**src/design/bisulfite_fastq_converter_core_defines.svh**
```systemverilog
// Assertion macros shared by the bisulfite FASTQ converter RTL.
// Depends on nothing; the including file supplies clock, reset and expressions.
`ifndef BISULFITE_FASTQ_CONVERTER_CORE_DEFINES_SVH
`define BISULFITE_FASTQ_CONVERTER_CORE_DEFINES_SVH

// Same-cycle implication, checked outside reset.
`define BFC_ASSERT_NOW(label, clk, rst_n, ante, cons, msg) \
  label: assert property (@(posedge clk) disable iff (!rst_n) (ante) |-> (cons)) \
    else $error(msg);

// Next-cycle implication, checked outside reset.
`define BFC_ASSERT_NEXT(label, clk, rst_n, ante, cons, msg) \
  label: assert property (@(posedge clk) disable iff (!rst_n) (ante) |=> (cons)) \
    else $error(msg);

`endif

```
**src/design/bfc_pkg.sv**
```systemverilog
// Shared types and constants of the bisulfite FASTQ converter.
// Used by the front, queue, back and top-level modules; depends on nothing.
package bfc_pkg;

  localparam int ByteW        = 8;
  localparam int CntW         = 48;
  localparam int LimitW       = 32;
  localparam int CfgDataW     = 32;
  localparam int CfgAddrW     = 4;
  localparam int FifoDepthDef = 4;

  localparam logic [CntW-1:0] CntMax = {CntW{1'b1}};

  localparam logic [ByteW-1:0] CharUpC = 8'h43;
  localparam logic [ByteW-1:0] CharLoC = 8'h63;
  localparam logic [ByteW-1:0] CharUpT = 8'h54;
  localparam logic [ByteW-1:0] CharUpG = 8'h47;
  localparam logic [ByteW-1:0] CharLoG = 8'h67;
  localparam logic [ByteW-1:0] CharUpA = 8'h41;
  localparam logic [ByteW-1:0] CharNl  = 8'h0A;

  // Line kinds of a FASTQ record.
  localparam logic [1:0] KindName = 2'd0;
  localparam logic [1:0] KindSeq  = 2'd1;
  localparam logic [1:0] KindPlus = 2'd2;
  localparam logic [1:0] KindQual = 2'd3;

  // Register indexes, taken from paddr[3:2].
  localparam logic [1:0] RegPrimaryIsGa = 2'd0;
  localparam logic [1:0] RegDirectional = 2'd1;
  localparam logic [1:0] RegReadLimit   = 2'd2;

  typedef struct packed {
    logic [ByteW-1:0] data;
    logic [1:0]       kind;
    logic             rec_end;
    logic [CntW-1:0]  reads;
  } bfc_word_t;

  typedef struct packed {
    logic full;
    logic empty;
  } bfc_qstat_t;

endpackage

```
**src/design/bfc_front.sv**
```systemverilog
// Front end: accepts input bytes, tracks the record line and counts reads.
// Depends on bfc_pkg; feeds classified words into bfc_queue.
module bfc_front (
  input  logic                      clk,
  input  logic                      rst_n,
  input  logic                      in_tvalid,
  output logic                      in_tready,
  input  logic [bfc_pkg::ByteW-1:0] in_tdata,   // [7:0] in_byte
  input  logic [bfc_pkg::LimitW-1:0] read_limit,
  input  bfc_pkg::bfc_qstat_t       qstat,
  output logic                      push,
  output bfc_pkg::bfc_word_t        push_word,
  output logic                      stopped
);
  import bfc_pkg::*;

  logic [1:0]      phase_r, phase_nxt;
  logic            start_r, start_nxt;
  logic [CntW-1:0] cnt_r, cnt_nxt;
  logic            stopped_r, stopped_nxt;
  logic            accept;
  logic            is_nl;
  logic            rec_end;
  logic            limit_hit;

  // Once stopped, bytes are still taken but thrown away.
  assign in_tready = stopped_r || !qstat.full;
  assign accept    = in_tvalid && in_tready;
  assign push      = accept && !stopped_r;
  assign stopped   = stopped_r;

  assign is_nl   = (in_tdata == CharNl);
  assign rec_end = is_nl && (phase_r == KindQual);

  always_comb begin
    cnt_nxt = cnt_r;
    if (phase_r == KindName && start_r && cnt_r != CntMax) begin
      cnt_nxt = cnt_r + CntW'(1);
    end
  end

  assign limit_hit = rec_end && (read_limit != '0) &&
                     (cnt_nxt >= {{(CntW-LimitW){1'b0}}, read_limit});

  always_comb begin
    phase_nxt   = phase_r;
    start_nxt   = start_r;
    stopped_nxt = stopped_r;
    if (push) begin
      phase_nxt = is_nl ? phase_r + 2'd1 : phase_r;
      start_nxt = is_nl;
      if (limit_hit) begin
        stopped_nxt = 1'b1;
      end
    end
  end

  assign push_word.data    = in_tdata;
  assign push_word.kind    = phase_r;
  assign push_word.rec_end = rec_end;
  assign push_word.reads   = cnt_nxt;

  always_ff @(posedge clk) begin
    if (!rst_n) begin
      phase_r   <= KindName;
      start_r   <= 1'b1;
      cnt_r     <= '0;
      stopped_r <= 1'b0;
    end else begin
      phase_r   <= phase_nxt;
      start_r   <= start_nxt;
      stopped_r <= stopped_nxt;
      if (push) begin
        cnt_r <= cnt_nxt;
      end
    end
  end

endmodule

```
**src/design/bfc_queue.sv**
```systemverilog
// Short first-word-fall-through queue between the front and back ends.
// Depends on bfc_pkg for the word and status types.
module bfc_queue #(
  parameter int DEPTH = bfc_pkg::FifoDepthDef
) (
  input  logic                clk,
  input  logic                rst_n,
  input  logic                push,
  input  bfc_pkg::bfc_word_t  push_word,
  input  logic                pop,
  output bfc_pkg::bfc_word_t  pop_word,
  output bfc_pkg::bfc_qstat_t qstat
);
  import bfc_pkg::*;

  localparam int PtrW = (DEPTH > 1) ? $clog2(DEPTH) : 1;
  localparam int CntQW = $clog2(DEPTH + 1);
  localparam logic [PtrW-1:0]  PtrLast = PtrW'(DEPTH - 1);
  localparam logic [CntQW-1:0] CntFull = CntQW'(DEPTH);

  bfc_word_t        mem_r [DEPTH];
  logic [PtrW-1:0]  wr_ptr_r, wr_ptr_nxt;
  logic [PtrW-1:0]  rd_ptr_r, rd_ptr_nxt;
  logic [CntQW-1:0] count_r, count_nxt;
  logic             do_push;
  logic             do_pop;

  assign qstat.full  = (count_r == CntFull);
  assign qstat.empty = (count_r == '0);
  assign do_push     = push && !qstat.full;
  assign do_pop      = pop && !qstat.empty;
  assign pop_word    = mem_r[rd_ptr_r];

  always_comb begin
    wr_ptr_nxt = wr_ptr_r;
    rd_ptr_nxt = rd_ptr_r;
    count_nxt  = count_r;
    if (do_push) begin
      wr_ptr_nxt = (wr_ptr_r == PtrLast) ? '0 : wr_ptr_r + PtrW'(1);
    end
    if (do_pop) begin
      rd_ptr_nxt = (rd_ptr_r == PtrLast) ? '0 : rd_ptr_r + PtrW'(1);
    end
    unique case ({do_push, do_pop})
      2'b10:   count_nxt = count_r + CntQW'(1);
      2'b01:   count_nxt = count_r - CntQW'(1);
      default: count_nxt = count_r;
    endcase
  end

  always_ff @(posedge clk) begin
    if (do_push) begin
      mem_r[wr_ptr_r] <= push_word;
    end
  end

  always_ff @(posedge clk) begin
    if (!rst_n) begin
      wr_ptr_r <= '0;
      rd_ptr_r <= '0;
      count_r  <= '0;
    end else begin
      wr_ptr_r <= wr_ptr_nxt;
      rd_ptr_r <= rd_ptr_nxt;
      count_r  <= count_nxt;
    end
  end

endmodule

```
**src/design/bfc_back.sv**
```systemverilog
// Back end: applies the C-to-T and G-to-A conversion and holds the result word.
// Depends on bfc_pkg; drains words from bfc_queue.
module bfc_back (
  input  logic                     clk,
  input  logic                     rst_n,
  input  bfc_pkg::bfc_qstat_t      qstat,
  input  bfc_pkg::bfc_word_t       pop_word,
  output logic                     pop,
  input  logic                     primary_is_ga,
  input  logic                     directional_mode,
  output logic                     out_tvalid,
  input  logic                     out_tready,
  output logic [63:0]              out_tdata,  // [7:0] primary_byte, [15:8] secondary_byte,
                                               // [63:16] reads_seen
  output logic [2:0]               out_tuser,  // [0] secondary_valid, [2:1] line_kind
  output logic                     out_tlast   // record_end
);
  import bfc_pkg::*;

  logic [ByteW-1:0] ct_byte, ga_byte, prim, sec;
  logic             valid_r;
  logic [ByteW-1:0] prim_r, sec_r;
  logic             sec_valid_r;
  logic [1:0]       kind_r;
  logic             rec_end_r;
  logic [CntW-1:0]  reads_r;

  // The output register refills whenever it is empty or being drained.
  assign pop = !qstat.empty && (!valid_r || out_tready);

  always_comb begin
    ct_byte = pop_word.data;
    ga_byte = pop_word.data;
    if (pop_word.kind == KindSeq) begin
      if (pop_word.data == CharUpC || pop_word.data == CharLoC) begin
        ct_byte = CharUpT;
      end
      if (pop_word.data == CharUpG || pop_word.data == CharLoG) begin
        ga_byte = CharUpA;
      end
    end
    prim = primary_is_ga ? ga_byte : ct_byte;
    sec  = directional_mode ? '0 : (primary_is_ga ? ct_byte : ga_byte);
  end

  always_ff @(posedge clk) begin
    if (!rst_n) begin
      valid_r <= 1'b0;
    end else if (pop) begin
      valid_r <= 1'b1;
    end else if (out_tready) begin
      valid_r <= 1'b0;
    end
  end

  always_ff @(posedge clk) begin
    if (pop) begin
      prim_r      <= prim;
      sec_r       <= sec;
      sec_valid_r <= !directional_mode;
      kind_r      <= pop_word.kind;
      rec_end_r   <= pop_word.rec_end;
      reads_r     <= pop_word.reads;
    end
  end

  assign out_tvalid = valid_r;
  assign out_tdata  = {reads_r, sec_r, prim_r};
  assign out_tuser  = {kind_r, sec_valid_r};
  assign out_tlast  = rec_end_r;

endmodule

```
**src/design/bisulfite_fastq_converter_core.sv**
```systemverilog
// Bisulfite FASTQ converter: one byte in, one converted word out per cycle, set
// by the front end, while neither side stalls. A taken byte is written into the
// queue and then popped into the output register that drives out_tvalid; the
// queue of FIFO_DEPTH words and the output register absorb back-pressure.
// Reset (rst_n low, synchronous) clears the valid flag, queue pointers, settings,
// line tracking, read count and the stop flag; no clearing pass is needed.
`include "bisulfite_fastq_converter_core_defines.svh"

module bisulfite_fastq_converter_core #(
  parameter int FIFO_DEPTH = bfc_pkg::FifoDepthDef
) (
  input  logic                         clk,
  input  logic                         rst_n,
  input  logic                         in_tvalid,
  output logic                         in_tready,
  input  logic [bfc_pkg::ByteW-1:0]    in_tdata,   // [7:0] in_byte
  output logic                         out_tvalid,
  input  logic                         out_tready,
  output logic [63:0]                  out_tdata,  // [7:0] primary_byte,
                                                   // [15:8] secondary_byte,
                                                   // [63:16] reads_seen
  output logic [2:0]                   out_tuser,  // [0] secondary_valid, [2:1] line_kind
  output logic                         out_tlast,  // record_end
  input  logic                         cfg_psel,
  input  logic                         cfg_penable,
  input  logic                         cfg_pwrite,
  input  logic [bfc_pkg::CfgAddrW-1:0] cfg_paddr,
  input  logic [bfc_pkg::CfgDataW-1:0] cfg_pwdata,
  output logic [bfc_pkg::CfgDataW-1:0] cfg_prdata,
  output logic                         cfg_pready
);
  import bfc_pkg::*;

  logic              primary_is_ga_r;
  logic              directional_r;
  logic [LimitW-1:0] read_limit_r;
  logic              cfg_wr;
  logic [1:0]        cfg_idx;

  bfc_qstat_t qstat;
  bfc_word_t  push_word;
  bfc_word_t  pop_word;
  logic       push;
  logic       pop;
  logic       stopped;

  assign cfg_pready = 1'b1;
  assign cfg_idx    = cfg_paddr[3:2];
  assign cfg_wr     = cfg_psel && cfg_penable && cfg_pwrite && cfg_pready;

  always_ff @(posedge clk) begin
    if (!rst_n) begin
      primary_is_ga_r <= 1'b0;
      directional_r   <= 1'b0;
      read_limit_r    <= '0;
    end else if (cfg_wr) begin
      unique case (cfg_idx)
        RegPrimaryIsGa: primary_is_ga_r <= cfg_pwdata[0];
        RegDirectional: directional_r   <= cfg_pwdata[0];
        RegReadLimit:   read_limit_r    <= cfg_pwdata[LimitW-1:0];
        default: ;
      endcase
    end
  end

  always_comb begin
    unique case (cfg_idx)
      RegPrimaryIsGa: cfg_prdata = {{(CfgDataW-1){1'b0}}, primary_is_ga_r};
      RegDirectional: cfg_prdata = {{(CfgDataW-1){1'b0}}, directional_r};
      RegReadLimit:   cfg_prdata = read_limit_r;
      default:        cfg_prdata = '0;
    endcase
  end

  bfc_front u_front (
    .clk        (clk),
    .rst_n      (rst_n),
    .in_tvalid  (in_tvalid),
    .in_tready  (in_tready),
    .in_tdata   (in_tdata),
    .read_limit (read_limit_r),
    .qstat      (qstat),
    .push       (push),
    .push_word  (push_word),
    .stopped    (stopped)
  );

  bfc_queue #(
    .DEPTH (FIFO_DEPTH)
  ) u_queue (
    .clk       (clk),
    .rst_n     (rst_n),
    .push      (push),
    .push_word (push_word),
    .pop       (pop),
    .pop_word  (pop_word),
    .qstat     (qstat)
  );

  bfc_back u_back (
    .clk              (clk),
    .rst_n            (rst_n),
    .qstat            (qstat),
    .pop_word         (pop_word),
    .pop              (pop),
    .primary_is_ga    (primary_is_ga_r),
    .directional_mode (directional_r),
    .out_tvalid       (out_tvalid),
    .out_tready       (out_tready),
    .out_tdata        (out_tdata),
    .out_tuser        (out_tuser),
    .out_tlast        (out_tlast)
  );

  `BFC_ASSERT_NOW(a_no_push_when_full, clk, rst_n, push, !qstat.full, "push into full queue")
  `BFC_ASSERT_NEXT(a_stop_sticks, clk, rst_n, stopped, stopped, "stop flag cleared")
  `BFC_ASSERT_NOW(a_no_push_when_stopped, clk, rst_n, stopped, !push, "word queued after stop")
  `BFC_ASSERT_NOW(a_last_on_quality, clk, rst_n, out_tvalid && out_tlast, out_tuser[2:1] == KindQual, "record end outside quality line")

endmodule
```
**config.mk**
```make
export PLATFORM = sky130hd
export DESIGN_NAME = bisulfite_fastq_converter_core
export DESIGN_NICKNAME = d
export VERILOG_FILES = /design/src/design/bfc_pkg.sv /design/src/design/bfc_front.sv /design/src/design/bfc_queue.sv /design/src/design/bfc_back.sv /design/src/design/bisulfite_fastq_converter_core.sv
export VERILOG_INCLUDE_DIRS = /design/src /design/src/design
export SDC_FILE = /design/constraint.sdc
export NUM_CORES = 1
export LEC_CHECK = 0
export ABC_CLOCK_PERIOD_IN_PS = 14500
export BUFFER_PORTS_ARGS = -buffer_cell sky130_fd_sc_hd__buf_4
export CAP_MARGIN = 20
export CORE_ASPECT_RATIO = 0.6
export CORE_MARGIN = 8
export CORE_UTILIZATION = 40
export DETAILED_ROUTE_END_ITERATION = 12
export GPL_TIMING_DRIVEN = 0
export SLEW_MARGIN = 30
export SYNTH_ARGS = -nofsm -noshare
export SYNTH_HDL_FRONTEND = slang
export SYNTH_SLANG_ARGS = --single-unit
```
**constraint.sdc**
```tcl
create_clock -name clk -period 14.5 [get_ports clk]
set_input_delay 1.45 -clock clk [delete_from_list [all_inputs] [get_ports clk]]
set_output_delay 1.45 -clock clk [all_outputs]
set_load 0.05 [all_outputs]
```
==> results of run 1 <==
logic make-up (layout without fill, tap and decap cells):
family	Yosys count	in the layout
and+or+nand+nor	452	452
DFF	400	400
buffers and inverters	113	345
AOI/OAI and AO/OA	101	101
xor gates and xnor gates	87	87
muxes	67	67
adders and majority gates	42	42
other	1	1
where the power goes:
| group | switching [mW] | leakage, nW | internal (mW) | total [mW] |
|---|---|---|---|---|
| clock network | 0.441 | 0.627 | 0.589 | 1.03 |
| registers | 0.0568 | 3.69 | 1.47 | 1.53 |
| logic | 0.706 | 3.17 | 0.351 | 1.06 |
| total | 1.20 | 7.49 | 2.41 | 3.62 |
cell usage after synthesis, types with 3 or more instances:
library cell | number | area, µm²
edfxtp_1 | 304 | 9130
o211ai_1 | 3 | 22.5
and4_1 | 12 | 105
xor2_1 | 56 | 490
and2_1 | 84 | 526
a21oi_1 | 10 | 50.1
o21ai_0 | 24 | 120
buf_2 | 7 | 35.0
nor2b_1 | 15 | 93.8
buf_6 | 3 | 33.8
nor2_1 | 41 | 154
buf_4 | 3 | 22.5
mux2i_1 | 6 | 60.1
ha_1 | 41 | 513
nand2_1 | 127 | 477
buf_1 | 9 | 33.8
mux4_2 | 59 | 1330
a21boi_0 | 45 | 338
and3_1 | 5 | 31.3
clkbuf_1 | 44 | 165
xnor2_1 | 31 | 272
nand4_1 | 30 | 188
inv_1 | 45 | 169
nand4_2 | 4 | 50.1
nor4_1 | 29 | 181
nand3_1 | 27 | 135
or4_1 | 4 | 30.0
dfxtp_1 | 96 | 1920
or3_1 | 10 | 62.6
nor3_1 | 40 | 200
a211oi_1 | 4 | 30.0
or2_2 | 4 | 25.0
nor3b_1 | 4 | 30.0
worst min path at each step:
stage | cells past startpoint | endpoint | slack [ns] | from
2_1_floorplan | 2 | read_limit_r[8]$_SDFFE_PN0P_ | 0.46 | read_limit_r[8]$_SDFFE_PN0P_
3_3_place_gp | 2 | u_back.out_tvalid$_SDFFE_PN0P_ | 0.48 | u_back.out_tvalid$_SDFFE_PN0P_
3_5_place_dp | 2 | read_limit_r[19]$_SDFFE_PN0P_ | 0.49 | read_limit_r[19]$_SDFFE_PN0P_
4_1_cts | 2 | read_limit_r[19]$_SDFFE_PN0P_ | 0.50 | read_limit_r[19]$_SDFFE_PN0P_
5_1_grt | 2 | read_limit_r[25]$_SDFFE_PN0P_ | 0.52 | read_limit_r[25]$_SDFFE_PN0P_
6_report | 2 | read_limit_r[19]$_SDFFE_PN0P_ | 0.51 | read_limit_r[19]$_SDFFE_PN0P_
layout make-up:
cell class / count / area share, %
Sequential cell: 400 / 53.2
Multi-Input combinational cell: 750 / 28.4
Timing Repair Buffer: 158 / 6.28
Clock buffer: 59 / 5.51
Tap cell: 579 / 3.49
Buffer: 67 / 1.43
Clock inverter: 15 / 0.832
Inverter: 46 / 0.832
per-layer routing:
layer	vias up	wire length (µm)	global-route usage [%]	part of all wire, %
li1	5074	-	-	-
met1	5448	22100	26.2	50
met2	346	18600	24.7	42
met3	52	3220	4.08	7.2
met4	2	622	3.49	1.4
met5	-	45	0.672	0.10
worst max-delay path, stage by stage (launching register included):
cell and delay (ns):
dfxtp_1 0.31, clkbuf_1 0.28, nand4_1 0.25, or4_1 0.61
or4_4 0.47, buf_6 0.18, nand3_2 0.22, nor2_1 0.09
xor2_1 0.66, ha_1 0.39, a21o_1 0.17, nand3_1 0.08
a21oi_1 0.12, nor4_1 0.43, o211ai_1 0.17, nor4_1 0.41
a31oi_1 0.14
metrics by stage:
stage	hold WS (ns)	area, µm²	total power, mW
after floorplan	0.465	17400	2.26
after global placement	0.475	19200	2.61
final	0.507	20800	3.62
after detailed placement	0.495	19400	2.63
after global routing	0.524	20800	3.76
after CTS	0.504	20700	3.66
state kept, by name, summed over array words and instances, names as in the netlist, 2 cells and up, named ones only:
name / flops
u_front.phase_r: 2
u_back.sec_r: 8
u_queue.rd_ptr_r: 2
u_queue.mem_r: 236
u_back.prim_r: 8
u_front.cnt_r: 48
read_limit_r: 32
u_back.kind_r: 2
u_back.reads_r: 48
u_queue.wr_ptr_r: 2
u_queue.count_r: 3
==> impl_results.md, run 1 <==
* XOR/XNOR share of the synthesized area at 4.39%
* Pwr/cell area at 174 nW/µm²
* Mux cell area share after synthesis at 8.12%
* Static Leak at 7.49 nW
* R2r startpoint: u_front.cnt_r[35]$_SDFFE_PN0P_
* Worst-path clk slew at 0.07 ns
* Post CTS Setup Buffer Count at 0
* Final Skew at 0.0253 ns
* Main combinational cell family by area after synthesis: simple AND/OR/NAND/NOR gates
* Synth Area in Simple Gates at 14.2%
* Post-CTS Hold Fix Bufs at 0
* Initial Util at 40.3%
* Worst Path Arrival at 5.53 ns
* Final Max Slew Viols at 0
* R2R setup slack at 9.39 ns
* Initial antenna violation count at 2
* Clock Latency Late Sink at 0.56 ns
* Drt wl/cell at 21.5 µm
* YS warnings at 0
* GR Util All Layers at 17.2%
* Layout Nets at 1556
* Synth async-reset ratio at 0%
* Detailed-route via count at 10900
* R2R Path End: u_front.stopped$_SDFFE_PN0P_
* Outcome: finished, final reports clean
* Commonest non-fill, non-tap cell in the layout: edfxtp_1
* Final period utilization at 35.2%
* Setup WS pre-CTS at 9.55 ns
* End of the critical path: u_front.stopped$_SDFFE_PN0P_
* Worst-Margin Slew at 0.950 ns
* Via density at 5.27
* CTS Buf Count at 40
* CP endpoint kind: register
* Clk sinks at 400
* CP max FO at 10
* Share of cells above drive strength 1 at 21.3%
* Adder-cell share of the synthesized area at 3.07%
* Root buffer cell: clkbuf_16
* Die area at 50600 µm²
* Dpl hpwl at 32300 µm
* Chip Height at 177 µm
* IO Pins at 154
* Multi-input gate area at 5890 µm²
* Synth unique cells at 63
* Post-Route WL at 44600 µm
* First-pass GRT wire length at 66900 µm
* Netlist Area Pre-Place at 17400 µm²
* Fin Setup TNS at 0 ns
* R2R depth at 16
* CP startpoint: u_front.cnt_r[35]$_SDFFE_PN0P_
* # DRC at 0
* Number of synthesized flops with an enable pin at 304
* Dominant synthesized flop cell: edfxtp_1
* Largest net degree at the start of global routing at 37
* Storage element area at 11100 µm²
* Syn_nets at 1356
* CTS resizes at 0
* Layout Utilization at 48.1%
* Most frequent cells in the layout: edfxtp_1, buf_4, nand2_1, dfxtp_1, and2_1
* Placed insts at 1999
* Core footprint at 43100 µm²
* Cells after Synth at 1263
* TritonCTS clock tree: yes
* Max rail drop VDD at 138 µV
* Post-synthesis compound-gate area fraction at 3.93%
* ANT nets after route at 0
* Fmax at 196 MHz
* Endpoints failing setup at 0
* Startpoint types: register
* Fin crit period at 5.11 ns
* H-tree depth at 2
* RSZ-0062 raised after global routing: false
* Syn-to-layout area delta at 19.5%
* Setup WS post-layout at 9.39 ns
* Hold Path Class: register to register
* PortBufs at 149
* Post-synthesis sequential area ratio at 63.6%
* Headroom to the max-slew limit at 36.2%
* Endpoints failing hold at 0
* Worst EP required at 14.92 ns
* Clock Path Buffers at 3
* Synth Register Bits at 400
* Fillers at 3812
* Routability cong. at 0.884
* # rows at 59
* Max-cap violations at 0
* Grt ovf at 0
* Initial drt markers at 968
* Mean Syn Cell Area at 13.8 µm²
* Vias in the first global route at 10800
* Drt first pass iters at 6
* Crit Path Class: register to register
* Antenna fix cells at 0
* Die width at 285 µm
* Fin cells at 2074
Note: power is estimated with default switching activity, not from simulation.
==> run 2: changes to the inputs <==
ABC_AREA = 1   (was not set)
ABC_CLOCK_PERIOD_IN_PS = 4540   (was 14500)
clock period = 4.54 ns   (was 14.5 ns; I/O delays follow)
==> run 2 against run 1 <==
Compared with the run above:
- sequential power rose to 3.4 times the previous value
- critical path depth up 10
- die area up 0.95%
- combinational power rose to 4.7 times the previous value
- first-iteration DRC count up 41%
- via count up 23%
- worst hold slack worse by 0.40 ns
- global-route usage up 2.9 points
- cell count up 22%
- synthesized cell count up 37%
- clock skew down 0.0036 ns
- sequential share of layout area down 1.1 points
- highest routed layer is now met4
==> impl_results.md, run 2 <==
* Reg with most FFs: u_queue.mem_r
* Worst-path clk slew at 0.07 ns (about the same)
* Crit Path Class: register to register
* Post-CTS Hold Fix Bufs at 0 (unchanged)
* Pwr/cell area at 632 nW/µm² (+260%)
* Hold path depth at 1 (-1)
* Static Leak at 8.06 nW (+7.6%)
* Max rail drop VDD at 634 µV (+360%)
* Final period utilization at 96.3% (+61 points)
* Drt wl/cell at 20.7 µm (-3.5%)
* Netlist Area Pre-Place at 17500 µm² (+1.0%)
* Switch share at 38.9% (+5.6 points)
* Startpoint types: register
* Dominant synthesized flop cell: edfxtp_1
* Synth Register Bits at 400 (unchanged)
* # DRC at 0 (unchanged)
* Fillers at 3904 (+2.4%)
* Commonest non-fill, non-tap cell in the layout: edfxtp_1
* Power share of the sequential group at 39.0% (-3.3 points)
* Root buffer cell: clkbuf_16
* Clock Path Buffers at 3 (unchanged)
* R2r startpoint: u_front.cnt_r[0]$_SDFFE_PN0P_
* Endpoints failing setup at 0 (unchanged)
* Placed cell area at 19900 µm² (+2.5%)
* Worst EP required at 4.97 ns (-9.95 ns)
* First-pass GRT wire length at 78900 µm (+18%)
* Clock Latency Late Sink at 0.56 ns (about the same)
* Layout Utilization at 48.9% (+0.79 points)
* Design Area, Final at 21200 µm² (+2.2%)
* Drt first pass iters at 5 (-1)
* Grt ovf at 0 (unchanged)
* PortBufs at 149 (unchanged)
* Internal at 8.20 mW (+240%)
* Psw at 5.21 mW (+330%)
* Die area at 51100 µm² (+0.95%)
* Ranking of synthesized cells by area: edfxtp_1, dfxtp_1, nor2_1
* Via density at 5.29 (+0.47%)
* Clk sinks at 400 (unchanged)
* CP max FO at 10 (unchanged)
* Post-Route WL at 52700 µm (+18%)
* Die width at 286 µm (+0.48%)
* Hold Worst Slack at 0.105 ns (-0.402 ns)
* Final Max Slew Viols at 0 (unchanged)
* # rows at 59 (unchanged)
* Pwr Total at 13.4 mW (+270%)
* Number of synthesized flops with an enable pin at 304 (unchanged)
* Initial drt markers at 1369 (+41%)
* Layout Nets at 2027 (+30%)
* Endpoints failing hold at 0 (unchanged)
* R2R setup slack at 0.17 ns (-9.23 ns)
* TritonCTS clock tree: yes
* R2R depth at 26 (+10)
* IO Pins at 154 (unchanged)
* Most instantiated cells after synthesis: edfxtp_1, nor2_1, nand2_1
* Largest net degree at the start of global routing at 22 (-41%)
* Most frequent cells in the layout: edfxtp_1, nor2_1, nand2_1, o21ai_0, inv_1
* Combinational power share at 37.0% (+7.8 points)
* Synth unique cells at 48 (-24%)
* Hold Path Class: input pin to register
* CTS Buf Count at 39 (-2.5%)
* Placed insts at 2472 (+24%)
* Chip Height at 178 µm (+0.46%)
* Fin cells at 2539 (+22%)
* Share of cells above drive strength 1 at 15.0% (-6.3 points)
* Headroom to the max-slew limit at 38.0% (+1.8 points)
* CP endpoint kind: register
* Cells after Synth at 1725 (+37%)
* Detailed-route via count at 13400 (+23%)
* Share of the synthesized area in the top cell type at 52.0% (-0.53 points)
* Final Skew at 0.0217 ns (-0.00359 ns)
* Worst-Margin Slew at 0.927 ns (-0.0238 ns)
* Worst Path Arrival at 4.80 ns (-0.73 ns)
* Syn-to-layout area delta at 20.8%
* Post-synthesis sequential area ratio at 63.0% (-0.64 points)
* Largest register FFs at 236 (unchanged)
* Outcome: finished, final reports clean
* Initial antenna violation count at 2 (unchanged)
* Fin crit period at 4.37 ns (-0.735 ns)
* Routability cong. at 0.955 (+8.0%)
* Cell type with the largest total area after synthesis: edfxtp_1
* YS warnings at 0 (unchanged)
* RSZ-0062 raised after global routing: false
* R2R Path End: u_front.stopped$_SDFFE_PN0P_
* Synth async-reset ratio at 0% (unchanged)
* Post CTS Setup Buffer Count at 0 (unchanged)
* Vias in the first global route at 13000 (+20%)
* Core footprint at 43300 µm² (+0.51%)
* CTS resizes at 4 (+4)
* Dpl hpwl at 39500 µm (+22%)
* H-tree depth at 2 (unchanged)
* GR Util All Layers at 20.1% (+2.9 points)
* Mean Syn Cell Area at 10.2 µm² (-26%)
* Clk pwr share at 24.1% (-4.4 points)
* ANT nets after route at 0 (unchanged)
* Most common cell in the netlist: edfxtp_1
* Top Registers: u_queue.mem_r x236, u_back.reads_r x48, u_front.cnt_r x48
* Initial Util at 40.5% (+0.20 points)
* Hold_sp: in_tdata[1]
* Syn_nets at 1818 (+34%)
* Fmax at 229 MHz (+17%)
* Max-cap violations at 0 (unchanged)
* Hold Path End: u_queue.mem_r[2][52]$_DFFE_PP_
[run 2: cell types whose count changed after synthesis, moves of 28 or more]
cell	delta
mux4_2	-59
xor2_1	-28
a21oi_1	+98
nor2_1	+232
o21ai_0	+173
and2_1	-83
nand2_1	+88
o22ai_1	+49
inv_1	+125
a21boi_0	-45
xnor2_1	-28
[run 2: worst max path at each step]
stage,from,end,slack [ns],cells past startpoint
floorplan,in_tvalid,u_queue.mem_r[0][0]$_DFFE_PP_,0.59,4
global placement,in_tvalid,u_queue.mem_r[3][22]$_DFFE_PP_,-2.49,5
detailed placement,u_front.cnt_r[0]$_SDFFE_PN0P_,u_front.stopped$_SDFFE_PN0P_,-0.26,28
CTS,u_front.cnt_r[0]$_SDFFE_PN0P_,u_front.stopped$_SDFFE_PN0P_,0.04,30
global route,u_front.cnt_r[0]$_SDFFE_PN0P_,u_front.stopped$_SDFFE_PN0P_,0.04,28
finish,u_front.cnt_r[0]$_SDFFE_PN0P_,u_front.stopped$_SDFFE_PN0P_,0.17,26
[run 2: area by class of cell]
cell class / count / area, µm² / area share [%]
multi-input cells: 1076 / 5610 / 26.5
clock buffers: 49 / 1090 / 5.13
clock inverters: 17 / 158 / 0.744
flip-flops and latches: 400 / 11100 / 52.1
diodes: 1 / 2.50 / 0.0118
repair buffers: 168 / 1580 / 7.45
well taps: 579 / 724 / 3.42
inverters: 174 / 658 / 3.10
plain buffers: 75 / 322 / 1.52
[run 2: per-stage QoR]
step | setup TNS (ns) | setup WS (ns)
floorplan | 0 | 0.593
global route | 0 | 0.0402
detailed placement | -0.265 | -0.265
global placement | -553.26 | -2.49
finish | 0 | 0.169
CTS | 0 | 0.0393
[run 2: metal layers]
metal	GRT usage (%)	routed length [µm]	vias up
li1	-	-	6368
met1	29.6	24600	6480
met2	29.7	22200	516
met3	4.50	4660	69
met4	5.36	1180	0
met5	0	0	-
[run 2: power groups by stage]
stage          sequential [mW]  combinational, mW  clock (mW)
3_3_place_gp              5.38               4.60           0
2_1_floorplan             6.45               1.89           0
4_1_cts                   5.23               4.98        3.28
5_1_grt                   5.29               5.35        3.41
6_report                  5.22               4.96        3.23
3_5_place_dp              5.30               4.97           0
[run 2: cell families (layout without fill, tap and decap cells)]
family / after synthesis / count (layout) / synth area share (%)
fa+ha+maj: 42 / 42 / 3.04
buf+inv: 249 / 483 / 5.57
compound gates: 380 / 380 / 11.7
flops: 400 / 400 / 63.0
other cells: 1 / 2 / 0.0214
simple gates: 622 / 622 / 15.2
xor+xnor: 31 / 31 / 1.55
[run 2: critical path: stages (launching register included)]
cell,delay [ns]
dfxtp_4,0.41
ha_4,0.21
inv_2,0.09
nor2_1,0.13
nand2_2,0.12
nor2_4,0.21
nand3_4,0.19
nand2_8,0.18
inv_6,0.08
buf_6,0.16
buf_4,0.19
nand2_1,0.09
xor2_1,0.24
inv_1,0.19
ha_1,0.33
nand2_1,0.08
inv_1,0.04
o21ai_0,0.14
nand2_1,0.12
a21oi_1,0.20
nand2_1,0.14
nor2_1,0.12
nand3_1,0.13
nor2_1,0.15
nand3_2,0.13
nand2_1,0.11
a21oi_2,0.05
